### src/sv/bce_ram.sv
// ----------------------------------------------------------------------------
// bce_ram
// Generic simple dual-port RAM: one write port, one read port, registered
// read data that holds while no read is issued.
// ----------------------------------------------------------------------------
`default_nettype none

module bce_ram #(
    parameter int WIDTH = 4,
    parameter int DEPTH = 1024,
    localparam int ADDR_W = $clog2(DEPTH)
) (
    input  wire logic              clk,
    input  wire logic              we,
    input  wire logic [ADDR_W-1:0] wr_addr,
    input  wire logic [WIDTH-1:0]  wr_data,
    input  wire logic              re,
    input  wire logic [ADDR_W-1:0] rd_addr,
    output logic      [WIDTH-1:0]  rd_data
);

    logic [WIDTH-1:0] mem_reg [DEPTH];
    logic [WIDTH-1:0] rd_data_reg;

    // Write port
    always_ff @(posedge clk)
    begin
        if (we)
        begin
            mem_reg[wr_addr] <= wr_data;
        end
    end

    // Read port, old data on a same-address collision
    always_ff @(posedge clk)
    begin
        if (re)
        begin
            rd_data_reg <= mem_reg[rd_addr];
        end
    end

    assign rd_data = rd_data_reg;

endmodule

`default_nettype wire

### config.mk
export PLATFORM = sky130hd
export DESIGN_NAME = bce_ram
export DESIGN_NICKNAME = d
export VERILOG_FILES = /design/src/sv/bce_ram.sv
export SDC_FILE = /design/constraint.sdc
export NUM_CORES = 2
export LEC_CHECK = 0
export BUFFER_PORTS_ARGS = -buffer_cell sky130_fd_sc_hd__buf_4
export CAP_MARGIN = 15
export CORE_ASPECT_RATIO = 1.75
export CORE_UTILIZATION = 30
export DETAILED_ROUTE_END_ITERATION = 7
export PLACE_DENSITY_LB_ADDON = 0.3
export RECOVER_POWER = 100
export SYNTH_ARGS = -nofsm -noshare
export SYNTH_HDL_FRONTEND = slang
export SYNTH_SLANG_ARGS = --single-unit
### constraint.sdc
create_clock -name clk -period 7.05 [get_ports clk]
set_input_delay 1.0575 -clock clk [delete_from_list [all_inputs] [get_ports clk]]
set_output_delay 1.0575 -clock clk [all_outputs]
set_load 0.005 [all_outputs]
==> results.cfg <==
[yosys]
synthTopCellsByArea = edfxtp_1 76%, mux4_2 12%, mux2i_1 2.8%
async_flop_share_pct = 0
avgSynthCellArea_um2 = 19.56
ys_types = 75
synth_top_area_share_pct = 75.93
synth_flop_cell = edfxtp_1
synth_top_area_cell = edfxtp_1
yosysWarnings = 0
synth_nets = 8317
synth_edf_count = 4100
synth-seq-cells = 4100
synth_area_um2 = 162100
yosysSeqAreaShare_pct = 75.93
netlist_instances = 8290

[timing]
maxSlewHeadroom_pct = -231.9
period_share_pct = 85.14
whs_ns = 0.6113
finalCriticalPeriod_ns = 6.002
grt_setup_unrepaired = false
setup_slack_ns = 1.048
skew_ns = 0.04655
finalHoldViolations = 0
tightest_slew_ns = 4.979
final_max_slew_viol_count = 3613
setup_violations = 0
max_freq_mhz = 166.6
finalSetupTns_ns = 0

[worst_setup_path]
critPathMaxFanout = 16
cp_data_arrival_time_ns = 6.51
critPathCaptureType = flip-flop
required_ns = 7.56
r2r-start = mem_reg[775][2]$_DFFE_PP_
reg2reg_slack_ns = 3.03
ff2ff_path_depth = 7
crit_type = in -> reg
r2r-end = rd_data[2]$_DFFE_PP_
worst_setup_path_start_kind = primary input

[route]
wire_per_inst_um = 32.05
dr.max_layer_used = met4
met1_length_um = 170300
wirelength_um = 508100
route.antenna.remaining_nets = 0
dr.pass1.iters = 6
via_count = 82880
via_per_inst = 5.228
drc = 0
drtIter0Drc = 8064
dr_wl_met3_um = 28580
met2_length_um = 275400

[run_status]
status = complete, but fails checks
violations = max-capacitance violations, max-slew violations

[die]
io-pin-count = 31
start_util_pct = 30.16
core_um2 = 537600
fp.dieArea_um2 = 543500
dieHeight_um = 974.5
rows = 356
fp.dieW_um = 557.7

[placed_design]
port_buffers = 30
place_congestion = 0.8433
postPlaceCellArea_um2 = 171800
dp.final_hpwl_um = 323200
place_worst_setup_slack_ns = 1.276

[power_and_ir_drop]
p_int_mw = 38.54
netSwitchingFraction_pct = 21.97
worst_ir_drop_vdd_v = 0.0001865
power.switching_mw = 10.85
p_clk_share_pct = 40.2
p_per_area_nw_per_um2 = 270.5
p_leak_nw = 54.81
power_frac_comb_pct = 5.4
seq_power_share_pct = 54.4

[global_route]
grt_pass1_wl_um = 702500
antenna_found_initial = 46
grt.overflow.total = 0
grt_usage_pct = 18.40
grt_pass1_vias = 87840
grt_max_degree = 223

[cells_and_area]
final_util_pct = 33.96
largest_reg_flops = 4096
drive_gt1_share_pct = 20.05
final_nets = 8406
fin_area_um2 = 182600
syn2layout_area_growth_pct = 12.61

[clock_network]
cts-root-buf = clkbuf_16
cts.clk_slew.worst_paths_ns = 0.07
clkLatencyLatePin_ns = 0.97
cts_tree = done
cts_buffer_depth = 4
cts_resized = 0
ctsHtreeMaxLevel = 5
clock_sinks = 4100
ctsHoldBuffers = 0
post_cts_buffers = 0
numCtsBuffers = 337

[flow_run]
drv_cap = 83

[hold_path]
hold_class = in -> reg
min_from = wr_data[1]
min_to = mem_reg[881][1]$_DFFE_PP_
holdPathStages = 1
-- Yosys cell counts, types with 10 or more instances --
cell	count
nand3_1	62
nand4_1	12
o221ai_1	168
nand2b_1	12
o21ai_0	66
nand2_1	166
mux4_2	875
buf_2	64
edfxtp_1	4100
mux2_2	23
nor4_1	21
a21oi_1	129
buf_1	84
nor2_1	1103
o22ai_1	89
a22o_1	11
and3_1	12
nor3_1	100
a211oi_1	13
a22oi_1	80
buf_6	81
nor2b_1	15
a31oi_1	11
a2111oi_0	10
mux2i_1	461
buf_4	60
a221oi_1	29
clkbuf_1	300
-- power by group through the flow --
| stage | registers (mW) | logic, mW | clock network (mW) |
|---|---|---|---|
| 2_1_floorplan | 27.4 | 1.31 | 0 |
| 3_3_place_gp | 27.4 | 2.68 | 0 |
| 3_5_place_dp | 27.4 | 2.72 | 0 |
| 4_1_cts | 26.8 | 2.72 | 20.1 |
| 5_1_grt | 26.9 | 2.74 | 20.9 |
| 6_report | 26.9 | 2.65 | 19.9 |
-- layout make-up --
| cell class | count | area (µm²) |
|---|---|---|
| Inverter | 6 | 36.28 |
| Multi-Input combinational cell | 3593 | 36000 |
| Antenna cell | 41 | 102.6 |
| Timing Repair Buffer | 341 | 2990 |
| Tap cell | 7160 | 8959 |
| Sequential cell | 4100 | 123100 |
| Clock inverter | 217 | 2585 |
| Clock buffer | 395 | 8800 |
| Fill cell | 50460 | 355000 |
-- kinds of logic (layout without fill, tap and decap cells) --
logic type	Yosys count	count (layout)	share of synthesized area [%]
AO/OA/AOI/OAI	674	674	2.959
buffers and inverters	597	959	1.962
flip-flops	4100	4100	75.93
multiplexers	1359	1359	15.16
other	0	41	0
AND/OR/NAND/NOR	1560	1560	3.985
-- through the flow --
stage               power (mW)  cells
detailed placement       30.08  15200
global route             50.51  15830
global placement         30.04  15200
floorplan                28.67   8290
finish                   49.39  15850
CTS                      49.67  15810
-- worst max-delay path: stages --
cell and delay [ns]:
clkbuf_1 0.51, nor2_1 0.11, clkbuf_1 0.32, nand2_1 1.68
clkbuf_1 2.21, nor2_1 0.50
-- worst max path at each step --
stage	startpoint	end	slack, ns	cells after the start
detailed placement	rd_addr[5]	rd_data[2]$_DFFE_PP_	1.28	11
CTS	rd_addr[5]	rd_data[2]$_DFFE_PP_	2.27	11
global placement	rd_addr[0]	rd_data[0]$_DFFE_PP_	0.41	10
finish	wr_addr[2]	mem_reg[1019][0]$_DFFE_PP_	1.05	6
global route	wr_data[3]	mem_reg[93][3]$_DFFE_PP_	1.17	2
floorplan	rd_addr[0]	rd_data[2]$_DFFE_PP_	3.27	12
-- layer usage --
| layer | vias up | GRT usage, % |
|---|---|---|
| li1 | 34010 | - |
| met1 | 44790 | 19.77 |
| met2 | 3218 | 34.46 |
| met3 | 865 | 2.139 |
| met4 | 0 | 10.58 |
| met5 | - | 0 |
-- cell usage in the layout, fill, tap and decap left out, types with 7 or more instances in the layout --
cell type / n
clkinv_4: 12
diode_2: 41
o221ai_1: 168
buf_4: 207
edfxtp_1: 4100
a221oi_1: 29
nor2_1: 1096
mux4_2: 875
or2_2: 8
clkbuf_1: 101
nand2b_1: 11
o2111ai_1: 8
clkbuf_2: 21
a2111oi_0: 7
and3_1: 12
bufinv_16: 49
o21ai_0: 63
buf_12: 47
a31oi_1: 10
nor4_1: 19
a211oi_1: 12
mux2_2: 23
clkinvlp_4: 20
mux2i_1: 461
nand3_1: 61
o22ai_1: 89
clkinv_2: 49
clkbuf_16: 344
a22oi_1: 80
nor2b_1: 10
nand4_1: 12
nor3_1: 97
inv_6: 17
clkinv_1: 62
a21oi_1: 129
nand2_1: 165
a22o_1: 11
(Power assumes the default switching activity.)
